File: config.mk
export PLATFORM = sky130hd
export DESIGN_NAME = http_chunked_body_decoder_top_flat
export DESIGN_NICKNAME = d
export VERILOG_FILES = /design/src/sv/hcbd_pkg.sv /design/src/sv/hcbd_ifs.sv /design/src/sv/hcbd_in_reg.sv /design/src/sv/hcbd_parser.sv /design/src/sv/hcbd_out_reg.sv /design/src/sv/http_chunked_body_decoder_top.sv /design/src/flat_wrapper.sv
export VERILOG_INCLUDE_DIRS = /design/src /design/src/sv
export SDC_FILE = /design/constraint.sdc
export NUM_CORES = 1
export LEC_CHECK = 0
export ABC_AREA = 1
export BUFFER_PORTS_ARGS = -buffer_cell sky130_fd_sc_hd__buf_2
export CAP_MARGIN = 20
export CORE_ASPECT_RATIO = 1.2
export CORE_MARGIN = 8
export CORE_UTILIZATION = 54
export CTS_CLUSTER_DIAMETER = 50
export DETAILED_ROUTE_END_ITERATION = 16
export PLACE_DENSITY = 0.75
export SLEW_MARGIN = 20
export SYNTH_ARGS = -nofsm -noshare
export SYNTH_HDL_FRONTEND = slang
export SYNTH_SLANG_ARGS = --single-unit
export TNS_END_PERCENT = 100
File: constraint.sdc
create_clock -name clock -period 5.2 [get_ports clock]
set_input_delay 0.26 -clock clock [delete_from_list [all_inputs] [get_ports clock]]
set_output_delay 0.26 -clock clock [all_outputs]
set_load 0.02 [all_outputs]
File: src/sv/assert_macros.svh
// ---------------------------------------------------------------------------
// Assertion macros
// Shared concurrent assertion forms for the chunked body decoder.
// ---------------------------------------------------------------------------
`ifndef ASSERT_MACROS_SVH
`define ASSERT_MACROS_SVH

// same-cycle implication
`define ASSERT_IMPLIES(lbl, clk, rst, a, b) \
   lbl: assert property (@(posedge clk) disable iff (rst) (a) |-> (b)) \
      else $error("assertion failed: same-cycle implication");

// next-cycle implication
`define ASSERT_NEXT(lbl, clk, rst, a, b) \
   lbl: assert property (@(posedge clk) disable iff (rst) (a) |=> (b)) \
      else $error("assertion failed: next-cycle implication");

`endif

File: src/sv/hcbd_pkg.sv
`timescale 1ns / 1ps
// ---------------------------------------------------------------------------
// hcbd_pkg
// Constants, phase codes and helpers for the chunked body decoder.
// ---------------------------------------------------------------------------
package hcbd_pkg;

   localparam int SIZE_WIDTH_DEF = 32;
   localparam int COUNT_WIDTH    = 32;
   localparam int PHASE_WIDTH    = 4;

   localparam logic [COUNT_WIDTH-1:0] MAX_BODY_RESET = '1;

   localparam logic [PHASE_WIDTH-1:0] PH_SIZE     = 4'd0;
   localparam logic [PHASE_WIDTH-1:0] PH_EXT      = 4'd1;
   localparam logic [PHASE_WIDTH-1:0] PH_SIZE_LF  = 4'd2;
   localparam logic [PHASE_WIDTH-1:0] PH_DATA     = 4'd3;
   localparam logic [PHASE_WIDTH-1:0] PH_DATA_CR  = 4'd4;
   localparam logic [PHASE_WIDTH-1:0] PH_DATA_LF  = 4'd5;
   localparam logic [PHASE_WIDTH-1:0] PH_TRAILER  = 4'd6;
   localparam logic [PHASE_WIDTH-1:0] PH_FINAL_LF = 4'd7;
   localparam logic [PHASE_WIDTH-1:0] PH_DONE     = 4'd8;

   localparam logic [7:0] CH_CR = 8'h0D;
   localparam logic [7:0] CH_LF = 8'h0A;

   localparam int ERR_TOO_LARGE = 0;
   localparam int ERR_SIZE_OVF  = 1;

   typedef struct packed {
      logic                   payload_valid;
      logic [7:0]             out_byte;
      logic                   body_done;
      logic                   too_large;
      logic                   size_overflow;
      logic [PHASE_WIDTH-1:0] phase;
   } rsp_payload_type;

   typedef struct packed {
      logic       is_hex;
      logic [3:0] value;
   } hex_digit_type;

   function automatic hex_digit_type hex_decode(input logic [7:0] b);
      hex_digit_type r;
      r.is_hex = 1'b1;
      r.value  = 4'd0;
      if (b >= 8'h30 && b <= 8'h39) begin
         r.value = 4'(b - 8'h30);
      end else if (b >= 8'h61 && b <= 8'h66) begin
         r.value = 4'(b - 8'h57);
      end else if (b >= 8'h41 && b <= 8'h46) begin
         r.value = 4'(b - 8'h37);
      end else begin
         r.is_hex = 1'b0;
      end
      return r;
   endfunction

endpackage

File: src/sv/hcbd_ifs.sv
`timescale 1ns / 1ps
// ---------------------------------------------------------------------------
// hcbd channel interfaces
// Request, response and register write channels, valid/ready handshake.
// ---------------------------------------------------------------------------
interface hcbd_req_if;
   logic       valid;
   logic       ready;
   logic [7:0] in_byte;
   logic       start_body;

   modport source (output valid, output in_byte, output start_body, input ready);
   modport sink   (input valid, input in_byte, input start_body, output ready);
endinterface

interface hcbd_rsp_if;
   import hcbd_pkg::*;
   logic                   valid;
   logic                   ready;
   logic                   payload_valid;
   logic [7:0]             out_byte;
   logic                   body_done;
   logic                   too_large;
   logic                   size_overflow;
   logic [PHASE_WIDTH-1:0] phase;

   modport source (output valid, output payload_valid, output out_byte,
                   output body_done, output too_large, output size_overflow,
                   output phase, input ready);
   modport sink   (input valid, input payload_valid, input out_byte,
                   input body_done, input too_large, input size_overflow,
                   input phase, output ready);
endinterface

interface hcbd_csr_if;
   import hcbd_pkg::*;
   logic                   valid;
   logic                   ready;
   logic [COUNT_WIDTH-1:0] max_body_bytes;

   modport source (output valid, output max_body_bytes, input ready);
   modport sink   (input valid, input max_body_bytes, output ready);
endinterface

File: src/sv/hcbd_in_reg.sv
`timescale 1ns / 1ps
`include "assert_macros.svh"
// ---------------------------------------------------------------------------
// hcbd_in_reg
// Input register: captures one request, holds it until the parser steps.
// ---------------------------------------------------------------------------
module hcbd_in_reg (
   input  logic       clock,
   input  logic       reset,
   hcbd_req_if.sink   req_chan,
   input  logic       advance,
   output logic       held_valid,
   output logic [7:0] held_byte,
   output logic       held_start
);
   logic       valid_ff, valid_in;
   logic [7:0] byte_ff;
   logic       start_ff;
   logic       take;

   assign req_chan.ready = !valid_ff || advance;
   assign take           = req_chan.valid && req_chan.ready;
   assign valid_in       = take ? 1'b1 : (advance ? 1'b0 : valid_ff);

   always_ff @(posedge clock) begin
      if (reset) begin
         valid_ff <= 1'b0;
      end else begin
         valid_ff <= valid_in;
      end
   end

   always_ff @(posedge clock) begin
      if (take) begin
         byte_ff  <= req_chan.in_byte;
         start_ff <= req_chan.start_body;
      end
   end

   assign held_valid = valid_ff;
   assign held_byte  = byte_ff;
   assign held_start = start_ff;

   // a held request is never dropped without a step
   `ASSERT_NEXT(a_held_kept, clock, reset, valid_ff && !advance, valid_ff)
   `ASSERT_IMPLIES(a_step_needs_item, clock, reset, advance, valid_ff)

endmodule

File: src/sv/hcbd_parser.sv
`timescale 1ns / 1ps
`include "assert_macros.svh"
// ---------------------------------------------------------------------------
// hcbd_parser
// Framing state and one-byte step of the chunked body parser.
// ---------------------------------------------------------------------------
module hcbd_parser #(
   parameter int SIZE_WIDTH = hcbd_pkg::SIZE_WIDTH_DEF
) (
   input  logic                                clock,
   input  logic                                reset,
   input  logic                                step,
   input  logic [7:0]                          in_byte,
   input  logic                                start_body,
   input  logic [hcbd_pkg::COUNT_WIDTH-1:0]    max_body,
   output hcbd_pkg::rsp_payload_type           result
);
   import hcbd_pkg::*;

   logic [PHASE_WIDTH-1:0] phase_ff, phase_in;
   logic [SIZE_WIDTH-1:0]  accum_ff, accum_in;
   logic [SIZE_WIDTH-1:0]  left_ff, left_in;
   logic [COUNT_WIDTH-1:0] count_ff, count_in;
   logic [1:0]             err_ff, err_in;
   logic                   pv;
   hex_digit_type          hex;

   assign hex = hex_decode(in_byte);

   always_comb begin
      phase_in = start_body ? PH_SIZE : phase_ff;
      accum_in = start_body ? '0 : accum_ff;
      left_in  = start_body ? '0 : left_ff;
      count_in = start_body ? '0 : count_ff;
      err_in   = start_body ? '0 : err_ff;
      pv       = 1'b0;
      case (phase_in)
         PH_SIZE: begin
            if (hex.is_hex) begin
               if (accum_in[SIZE_WIDTH-1 -: 4] != 4'd0) begin
                  accum_in             = '1;
                  err_in[ERR_SIZE_OVF] = 1'b1;
               end else begin
                  accum_in = {accum_in[SIZE_WIDTH-5:0], hex.value};
               end
            end else if (in_byte == CH_CR) begin
               phase_in = PH_SIZE_LF;
            end else begin
               phase_in = PH_EXT;
            end
         end
         PH_EXT: begin
            if (in_byte == CH_CR) phase_in = PH_SIZE_LF;
         end
         PH_SIZE_LF: begin
            if (in_byte == CH_LF) begin
               if (accum_in == '0) begin
                  phase_in = PH_TRAILER;
               end else begin
                  left_in  = accum_in;
                  accum_in = '0;
                  phase_in = PH_DATA;
               end
            end
         end
         PH_DATA: begin
            if (left_in != '0) begin
               pv = 1'b1;
               if (count_in >= max_body) begin
                  err_in[ERR_TOO_LARGE] = 1'b1;
               end else begin
                  count_in = count_in + 1'b1;
               end
               left_in = left_in - 1'b1;
            end
            if (left_in == '0) phase_in = PH_DATA_CR;
         end
         PH_DATA_CR: begin
            if (in_byte == CH_CR) phase_in = PH_DATA_LF;
         end
         PH_DATA_LF: begin
            if (in_byte == CH_LF) begin
               phase_in = PH_SIZE;
               accum_in = '0;
            end
         end
         PH_TRAILER: begin
            if (in_byte == CH_CR) phase_in = PH_FINAL_LF;
         end
         PH_FINAL_LF: begin
            phase_in = PH_DONE;
         end
         default: begin
            phase_in = PH_DONE;
         end
      endcase
   end

   always_ff @(posedge clock) begin
      if (reset) begin
         phase_ff <= PH_SIZE;
         accum_ff <= '0;
         left_ff  <= '0;
         count_ff <= '0;
         err_ff   <= '0;
      end else if (step) begin
         phase_ff <= phase_in;
         accum_ff <= accum_in;
         left_ff  <= left_in;
         count_ff <= count_in;
         err_ff   <= err_in;
      end
   end

   always_comb begin
      result.payload_valid = pv;
      result.out_byte      = pv ? in_byte : 8'd0;
      result.body_done     = (phase_in == PH_FINAL_LF) || (phase_in == PH_DONE);
      result.too_large     = err_in[ERR_TOO_LARGE];
      result.size_overflow = err_in[ERR_SIZE_OVF];
      result.phase         = phase_in;
   end

   // data phase always has bytes outstanding
   `ASSERT_IMPLIES(a_data_has_count, clock, reset, phase_ff == PH_DATA, left_ff != '0)
   `ASSERT_NEXT(a_too_large_sticky, clock, reset,
                err_ff[ERR_TOO_LARGE] && !(step && start_body), err_ff[ERR_TOO_LARGE])
   `ASSERT_NEXT(a_ovf_sticky, clock, reset,
                err_ff[ERR_SIZE_OVF] && !(step && start_body), err_ff[ERR_SIZE_OVF])

endmodule

File: src/sv/hcbd_out_reg.sv
`timescale 1ns / 1ps
// ---------------------------------------------------------------------------
// hcbd_out_reg
// Result register: holds one response until the receiver takes it.
// ---------------------------------------------------------------------------
module hcbd_out_reg (
   input  logic                      clock,
   input  logic                      reset,
   input  logic                      load,
   input  hcbd_pkg::rsp_payload_type result,
   hcbd_rsp_if.source                rsp_chan
);
   import hcbd_pkg::*;

   logic            valid_ff, valid_in;
   rsp_payload_type data_ff;

   assign valid_in = load ? 1'b1 : (rsp_chan.ready ? 1'b0 : valid_ff);

   always_ff @(posedge clock) begin
      if (reset) begin
         valid_ff <= 1'b0;
      end else begin
         valid_ff <= valid_in;
      end
   end

   always_ff @(posedge clock) begin
      if (load) begin
         data_ff <= result;
      end
   end

   assign rsp_chan.valid         = valid_ff;
   assign rsp_chan.payload_valid = data_ff.payload_valid;
   assign rsp_chan.out_byte      = data_ff.out_byte;
   assign rsp_chan.body_done     = data_ff.body_done;
   assign rsp_chan.too_large     = data_ff.too_large;
   assign rsp_chan.size_overflow = data_ff.size_overflow;
   assign rsp_chan.phase         = data_ff.phase;

endmodule

File: src/sv/http_chunked_body_decoder_top.sv
`timescale 1ns / 1ps
// ---------------------------------------------------------------------------
// http_chunked_body_decoder_top
// Decodes an HTTP chunked body one raw byte per request.
// ---------------------------------------------------------------------------
// Usage:
//   req_chan carries one raw body byte per request; start_body set clears the
//   framing state before that byte is parsed. rsp_chan returns exactly one
//   response per request, in order: the payload byte when it lies in chunk
//   data, plus done, sticky error flags and the parse phase.
//   csr_chan writes max_body_bytes; it is always ready. The user must write it
//   only while no request is in flight; the block does not enforce this.
//   Path: a request accepted into the input register is stepped through the
//   parser once the result register is free or being taken, and its response
//   is then held in the result register until rsp_chan takes it.
//   Throughput: one request per cycle while rsp_chan does not stall, set by the
//   parser state update between the input and result registers.
//   Reset: framing state and flags clear, max_body_bytes returns to all ones.
//   Stall: a waiting response holds; one more request is taken into the input
//   register, then req_chan.ready drops until the response is taken.
// ---------------------------------------------------------------------------
module http_chunked_body_decoder_top #(
   parameter int SIZE_WIDTH = hcbd_pkg::SIZE_WIDTH_DEF
) (
   input  logic       clock,
   input  logic       reset,
   hcbd_req_if.sink   req_chan,
   hcbd_rsp_if.source rsp_chan,
   hcbd_csr_if.sink   csr_chan
);
   import hcbd_pkg::*;

   logic                   held_valid;
   logic [7:0]             held_byte;
   logic                   held_start;
   logic                   advance;
   logic [COUNT_WIDTH-1:0] max_body_ff;
   rsp_payload_type        result;

   assign csr_chan.ready = 1'b1;

   always_ff @(posedge clock) begin
      if (reset) begin
         max_body_ff <= MAX_BODY_RESET;
      end else if (csr_chan.valid) begin
         max_body_ff <= csr_chan.max_body_bytes;
      end
   end

   assign advance = held_valid && (!rsp_chan.valid || rsp_chan.ready);

   hcbd_in_reg u_in_reg (
      .clock      (clock),
      .reset      (reset),
      .req_chan   (req_chan),
      .advance    (advance),
      .held_valid (held_valid),
      .held_byte  (held_byte),
      .held_start (held_start)
   );

   hcbd_parser #(
      .SIZE_WIDTH (SIZE_WIDTH)
   ) u_parser (
      .clock      (clock),
      .reset      (reset),
      .step       (advance),
      .in_byte    (held_byte),
      .start_body (held_start),
      .max_body   (max_body_ff),
      .result     (result)
   );

   hcbd_out_reg u_out_reg (
      .clock    (clock),
      .reset    (reset),
      .load     (advance),
      .result   (result),
      .rsp_chan (rsp_chan)
   );

endmodule
File: src/flat_wrapper.sv
// flat-port wrapper written by rule: the top's interface ports become plain ports
module http_chunked_body_decoder_top_flat import hcbd_pkg::*;
#(
   parameter int SIZE_WIDTH = hcbd_pkg::SIZE_WIDTH_DEF
)
  (clock, reset, req_chan_valid, req_chan_in_byte, req_chan_start_body, req_chan_ready, rsp_chan_valid, rsp_chan_payload_valid, rsp_chan_out_byte, rsp_chan_body_done, rsp_chan_too_large, rsp_chan_size_overflow, rsp_chan_phase, rsp_chan_ready, csr_chan_valid, csr_chan_max_body_bytes, csr_chan_ready);
  hcbd_req_if req_chan_i ();
  hcbd_rsp_if rsp_chan_i ();
  hcbd_csr_if csr_chan_i ();
  input  logic clock;
  input  logic reset;
  input wire logic [$bits(req_chan_i.valid)-1:0] req_chan_valid;
  input wire logic [$bits(req_chan_i.in_byte)-1:0] req_chan_in_byte;
  input wire logic [$bits(req_chan_i.start_body)-1:0] req_chan_start_body;
  output wire logic [$bits(req_chan_i.ready)-1:0] req_chan_ready;
  output wire logic [$bits(rsp_chan_i.valid)-1:0] rsp_chan_valid;
  output wire logic [$bits(rsp_chan_i.payload_valid)-1:0] rsp_chan_payload_valid;
  output wire logic [$bits(rsp_chan_i.out_byte)-1:0] rsp_chan_out_byte;
  output wire logic [$bits(rsp_chan_i.body_done)-1:0] rsp_chan_body_done;
  output wire logic [$bits(rsp_chan_i.too_large)-1:0] rsp_chan_too_large;
  output wire logic [$bits(rsp_chan_i.size_overflow)-1:0] rsp_chan_size_overflow;
  output wire logic [$bits(rsp_chan_i.phase)-1:0] rsp_chan_phase;
  input wire logic [$bits(rsp_chan_i.ready)-1:0] rsp_chan_ready;
  input wire logic [$bits(csr_chan_i.valid)-1:0] csr_chan_valid;
  input wire logic [$bits(csr_chan_i.max_body_bytes)-1:0] csr_chan_max_body_bytes;
  output wire logic [$bits(csr_chan_i.ready)-1:0] csr_chan_ready;
  assign req_chan_i.valid = req_chan_valid;
  assign req_chan_i.in_byte = req_chan_in_byte;
  assign req_chan_i.start_body = req_chan_start_body;
  assign req_chan_ready = req_chan_i.ready;
  assign rsp_chan_valid = rsp_chan_i.valid;
  assign rsp_chan_payload_valid = rsp_chan_i.payload_valid;
  assign rsp_chan_out_byte = rsp_chan_i.out_byte;
  assign rsp_chan_body_done = rsp_chan_i.body_done;
  assign rsp_chan_too_large = rsp_chan_i.too_large;
  assign rsp_chan_size_overflow = rsp_chan_i.size_overflow;
  assign rsp_chan_phase = rsp_chan_i.phase;
  assign rsp_chan_i.ready = rsp_chan_ready;
  assign csr_chan_i.valid = csr_chan_valid;
  assign csr_chan_i.max_body_bytes = csr_chan_max_body_bytes;
  assign csr_chan_ready = csr_chan_i.ready;
  http_chunked_body_decoder_top #(.SIZE_WIDTH(SIZE_WIDTH)) u_core (.clock(clock), .reset(reset), .req_chan(req_chan_i), .rsp_chan(rsp_chan_i), .csr_chan(csr_chan_i));
endmodule
**Word-level counts from Yosys, hierarchy flattened**

Cells that the tools add are included.

- Add/subtract/negate cells: 5
- $lt $le $gt $ge: 7
- Equal/unequal tests: 10
- Mux-type cells: 47
- Reductions and logical operators: 17

Operator list:

| cell | count |
|---|---|
| two-way mux 32 bit | 15 |
| one-hot mux 32 bit (3 select lines) | 1 |
| logical NOT 32 bit | 2 |
| one-hot mux 32 bit (2 select lines) | 1 |
| two-way mux 4 bit | 11 |
| adder 32 x 1 -> 32 bit (second input constant) | 1 |
| >= comparator 32 bit | 1 |
| nonzero test 32 bit | 1 |
| subtractor 32 x 1 -> 32 bit (second input constant) | 1 |
| one-hot mux 4 bit (7 select lines) | 1 |
| == test 4 x 3 -> 1 bit (second input constant) | 4 |
| == test 8 x 4 -> 1 bit (second input constant) | 2 |
| >= comparator 8 x 7 -> 1 bit (second input constant) | 2 |
| <= comparator 8 x 7 -> 1 bit (second input constant) | 2 |
| two-way mux 1 bit | 15 |
| == test 4 x 2 -> 1 bit (second input constant) | 2 |
| >= comparator 8 x 6 -> 1 bit (second input constant) | 1 |
| <= comparator 8 x 6 -> 1 bit (second input constant) | 1 |
| subtractor 4 x 3 -> 4 bit (second input constant) | 2 |
| logical AND 1 bit | 5 |
| == test 4 x 1 -> 1 bit (second input constant) | 1 |
| == test 4 bit (second input constant) | 1 |
| logical NOT 4 bit | 1 |
| two-way mux 2 bit | 2 |
| other kinds (6) | 10 |

- Register bits: 161
- Input port bits: 46

**Longest topological paths before layout**

- Depth in word-level cells: 9
- Depth in mapped cells: 22
- Gate-level depth less buffers: 20

**By module**

A second synthesis with hierarchy kept.

- Cells, all modules: 1736
- Area total of the unflattened synthesis: 11153.2 um^2

Modules (own cells, without submodules):

| module | instances | cells each | area an instance (um^2) |
|---|---|---|---|
| hcbd_parser | 1 | 1556 | 9122.5 |
| http_chunked_body_decoder_top | 1 | 144 | 1192.4 |
| hcbd_out_reg | 1 | 21 | 520.5 |
| hcbd_in_reg | 1 | 15 | 317.8 |

**Worst setup path before layout**

No wires, ideal clock.

- Path type: reg2reg
- From: reg u_core.u_in_reg.start_ff, in the netlist u_core.u_in_reg.held_start
- To: reg u_core.u_parser.count_ff[5]
- Arrival time: 2.867 ns
- Required time: 5.081 ns
- Path slack: 2.214 ns
- Stages on the path, launching flop included: 18
- Clock period less this slack: 2.986 ns
- Path through: edfxtp_1 inv_2 buf_6 buf_6 buf_4 clkbuf_1 nand2_1 inv_1 ha_1 a21oi_1 o21ai_0 a21oi_1 o21a_1 nand3_1 nor3_1 nand2_1 o21ai_0 a21oi_1

- Longest elaborated chain between the ends: 5

RTL lines:

| what | RTL line | text |
|---|---|---|
| start, declared | hcbd_in_reg.sv:18 | `logic start_ff;` |
| start signal, assigned | hcbd_in_reg.sv:36 | `start_ff <= req_chan.start_body;` |
| two-way mux 32 bit | hcbd_parser.sv:34 | `count_in = start_body ? '0 : count_ff;` |
| adder 32 x 1 -> 32 bit or >= comparator 32 bit (tied branches) | hcbd_parser.sv:72, hcbd_parser.sv:69 |  |
| two-way mux 32 bit | hcbd_parser.sv:69 | `if (count_in >= max_body) begin` |
| two-way mux 32 bit | hcbd_parser.sv:67 | `if (left_in != '0) begin` |
| two-way mux 32 bit (*) | hcbd_parser.sv:37 | `case (phase_in)` |
| end signal, assigned | hcbd_parser.sv:110 | `count_ff <= count_in;` |
| end, declared | hcbd_parser.sv:23 | `logic [COUNT_WIDTH-1:0] count_ff, count_in;` |

Mark *: on every way between the ends. The rest lies on a longest branch, timed or not.
A chain may end at the register's enable or synchronous reset.

**Worst setup path in the final report**

- From: reg u_core.u_in_reg.start_ff, in the netlist u_core.u_in_reg.held_start
- To: reg u_core.u_parser.count_ff[17]

Same word-level chain as after synthesis.

==> impl_metrics.env <==
export IMPL_combinationalPowerShare=0.199
export IMPL_end_kind="flip-flop"
export IMPL_synth_edf_count=25
export IMPL_min_period_ns=3.90
export IMPL_crit_top_cell="nand2_1"
export IMPL_hold_violations=0
export IMPL_die_w_microns=142
export IMPL_p_clk_frac=0.391
export IMPL_fill_cells=1865
export IMPL_synthCells=1604
export IMPL_ys_ff_latch=161
export IMPL_crit_path_start_kind="flip-flop"
export IMPL_postSynthNetCount=1688
export IMPL_worst_path_max_delay_cell="nand2_1"
export IMPL_arrival_ns=4.22
export IMPL_die_area_sq_um=23900
export IMPL_drc=0
export IMPL_grt_pass1_vias=10074
export IMPL_vias_per_cell=5.64
export IMPL_num_rows=55
export IMPL_powerDensity_nw_per_um2=291
export IMPL_max_freq_mhz=257
export IMPL_ir_drop_v=0.000261
export IMPL_p_leak_nw=5.52
export IMPL_crit_chain="inv_2, buf_4, nand2_1, nand2_1, nor2_1, nand2_1, nor2_4, nand2_4, nand2_1, nor2_1, inv_1, nor2_1, nand4_1, o21ai_0, a21oi_1"
export IMPL_antenna_found_initial=0
export IMPL_layout_commonest_cell="nand2_1"
export IMPL_crit_family="simple AND/OR/NAND/NOR gates"
export IMPL_clk_latency_ns=0.44
export IMPL_drtAntennaViolNets=0
export IMPL_slew_headroom=0.274
export IMPL_p_int_w=0.00220
export IMPL_rsz0062_at_grt="no"
export IMPL_worst_slew_pin_slew_ns=1.09
export IMPL_crit_type="flip-flop to flip-flop"
export IMPL_p_sw_frac=0.338
export IMPL_diodes=0
export IMPL_synthToLayoutAreaGrowth_pct=10.0
export IMPL_synth_distinct_cells=44
export IMPL_placement_io_buffers=63
export IMPL_critPathMaxFanout=44
export IMPL_maxSlewViolCount=0
export IMPL_cp_buffers_inverters=3
export IMPL_instances_no_fill=1896
export IMPL_drt_wl_total_mm=30.0
export IMPL_grt_busiest_layer="met2"
export IMPL_postSynthAreaPerCell_sq_um=6.46
export IMPL_clk_pin_slew_ns=0.08
export IMPL_wl_per_cell_microns=15.8
export IMPL_cts_root_buffer="clkbuf_16"
export IMPL_multi_input_area_sq_um=5710
export IMPL_met1_usage=0.278
export IMPL_drtIter0Drc=936
export IMPL_synthArstFlopShare=0
export IMPL_ff_latch_area_sq_um=3470
export IMPL_crit_required_ns=5.52
export IMPL_placedCellCount=1857
export IMPL_gp_congestion=0.965
export IMPL_cts_buffers=17
export IMPL_p_sw_w=0.00112
export IMPL_run_status="finished, final reports clean"
export IMPL_grt_ovfl_total=0
export IMPL_finalSetupViolations=0
export IMPL_yosysSeqAreaShare=0.335
export IMPL_grt_start_max_net_pins=65
export IMPL_netlist_area_sq_um=10400
export IMPL_drive_gt1_frac=0.0921
export IMPL_grt_pass1_wl_mm=48.5
export IMPL_grtUsageMet2=0.449
export IMPL_cts_buffer_depth=2
export IMPL_ctsHtreeMaxLevel=4
export IMPL_ys_flop_type="dfxtp_1"
export IMPL_grt_usage=0.251
export IMPL_tns_ns=0
export IMPL_period_share=0.749
export IMPL_cts_resized=0
export IMPL_gr_usage_met3=0.0370
export IMPL_start_util=0.550
export IMPL_cts_tree="yes"
export IMPL_finClkSkew_ns=0.0172
export IMPL_drtPass1Iterations=5
export IMPL_sequentialPowerShare=0.411
export IMPL_vias=10702
export IMPL_core_sq_um=18900
export IMPL_layout_common_cells="nand2_1, inv_1, nor2_1"
export IMPL_die_y_microns=168
export IMPL_slowest_delay_ns=0.44
export IMPL_clkSinkCount=161
export IMPL_io_pins=65
export IMPL_num_nets_final=1711
export IMPL_maxCapViolCount=0
export IMPL_hp_class="input pin to flip-flop"
export IMPL_hpwl_mm=21.8
export IMPL_yosysWarnings=0
==> path summary, 6_finish.rpt <==
check | slack (ns) | to | cells past startpoint | startpoint
worst min-delay path | 0.01 | u_core.u_in_reg.held_byte[0]$_DFFE_PP_ | 1 | req_chan_in_byte[0]
worst max register to register | 1.30 | u_core.u_parser.count_ff[17]$_SDFFE_PP0P_ | 15 | u_core.u_in_reg.held_start$_DFFE_PP_
worst min register to register | 0.47 | u_core.max_body_ff[28]$_SDFFE_PP1P_ | 2 | u_core.max_body_ff[28]$_SDFFE_PP1P_
worst max-delay path | 1.30 | u_core.u_parser.count_ff[17]$_SDFFE_PP0P_ | 15 | u_core.u_in_reg.held_start$_DFFE_PP_
==> flip-flops by register name (all words and copies together) (netlist names) <==
register / count
u_core.max_body_ff: 32
u_core.u_parser.accum_ff: 32
u_core.u_parser.count_ff: 32
u_core.u_parser.left_ff: 32
u_core.u_in_reg.held_byte: 8
u_core.u_out_reg.rsp_chan.out_byte: 8
u_core.u_out_reg.rsp_chan.phase: 4
u_core.u_parser.phase_ff: 4
u_core.u_parser.err_ff: 2
u_core.u_in_reg.held_start: 1
u_core.u_in_reg.held_valid: 1
u_core.u_out_reg.rsp_chan.body_done: 1
u_core.u_out_reg.rsp_chan.payload_valid: 1
u_core.u_out_reg.rsp_chan.size_overflow: 1
u_core.u_out_reg.rsp_chan.too_large: 1
u_core.u_out_reg.rsp_chan.valid: 1
==> through the flow <==
step	hold WS [ns]	total power (W)	worst slack [ns]	cell area [sq um]	util
final	0.0116	0.00332	1.30	11400	0.605
after global routing	0.0156	0.00346	0.994	11400	0.605
after CTS	0.000521	0.00332	1.40	11400	0.603
after detailed placement	0.439	0.00204	1.43	10700	0.569
after global placement	0.438	0.00203	1.55	10700	0.569
after floorplan	0.359	0.00187	2.21	10400	-
==> what timing repair did <==
item | in CTS | in global routing
hold buffers | 5 | 2
hold endpoints to repair | 5 | 2
setup buffers | 0 | 0
==> layer usage <==
metal	up-vias	routed length (microns)
met4	0	1320
met2	318	15400
met3	85	1230
met1	4920	12100
li1	5379	-
met5	-	0
==> power groups by stage <==
stage / Combinational (W) / Clock, W / Sequential (W)
after floorplan: 0.000474 / 0 / 0.00139
after global placement: 0.000639 / 0 / 0.00139
after detailed placement: 0.000644 / 0 / 0.00139
after CTS: 0.000651 / 0.00130 / 0.00136
after global routing: 0.000735 / 0.00135 / 0.00137
final: 0.000660 / 0.00130 / 0.00136
==> layout make-up <==
class | instances | share of cell area
repair buffers | 80 | 0.0415
inverters | 218 | 0.0719
clock buffers | 18 | 0.0395
clock inverters | 14 | 0.0135
well taps | 256 | 0.0281
flip-flops and latches | 161 | 0.305
multi-input cells | 1149 | 0.501
==> synthesized netlist by cell type (4+ instances only) <==
master	count	area [sq um]
buf_6	7	78.8
inv_2	14	52.6
nand4_1	33	206
o21ai_0	147	736
buf_4	5	37.5
a31oi_1	18	113
o211ai_1	20	150
clkbuf_1	47	176
a41oi_1	13	114
xor2_1	4	35.0
nand2_2	12	75.1
inv_1	203	762
xnor2_1	5	43.8
nand2_1	385	1450
ha_1	38	475
o21ai_1	27	135
nor4_1	12	75.1
nor3_1	25	125
nand3_1	82	410
nor2_2	7	43.8
a21oi_1	122	611
buf_2	11	55.1
buf_1	6	22.5
o221ai_1	11	96.3
dfxtp_1	136	2720
edfxtp_1	25	751
nor2_1	165	619
==> cells by family (layout without fill, tap and decap cells) <==
| kind of cell | after synthesis | in the layout | synth area share |
|---|---|---|---|
| XOR/XNOR | 9 | 9 | 0.00760 |
| flip-flops | 161 | 161 | 0.335 |
| adder cells (fa/ha/maj) | 38 | 38 | 0.0459 |
| other | 1 | 1 | 0.000362 |
| AND/OR/NAND/NOR | 730 | 730 | 0.298 |
| buffers and inverters | 294 | 330 | 0.115 |
| AO/OA/AOI/OAI | 371 | 371 | 0.198 |
(Power assumes the default switching activity.)
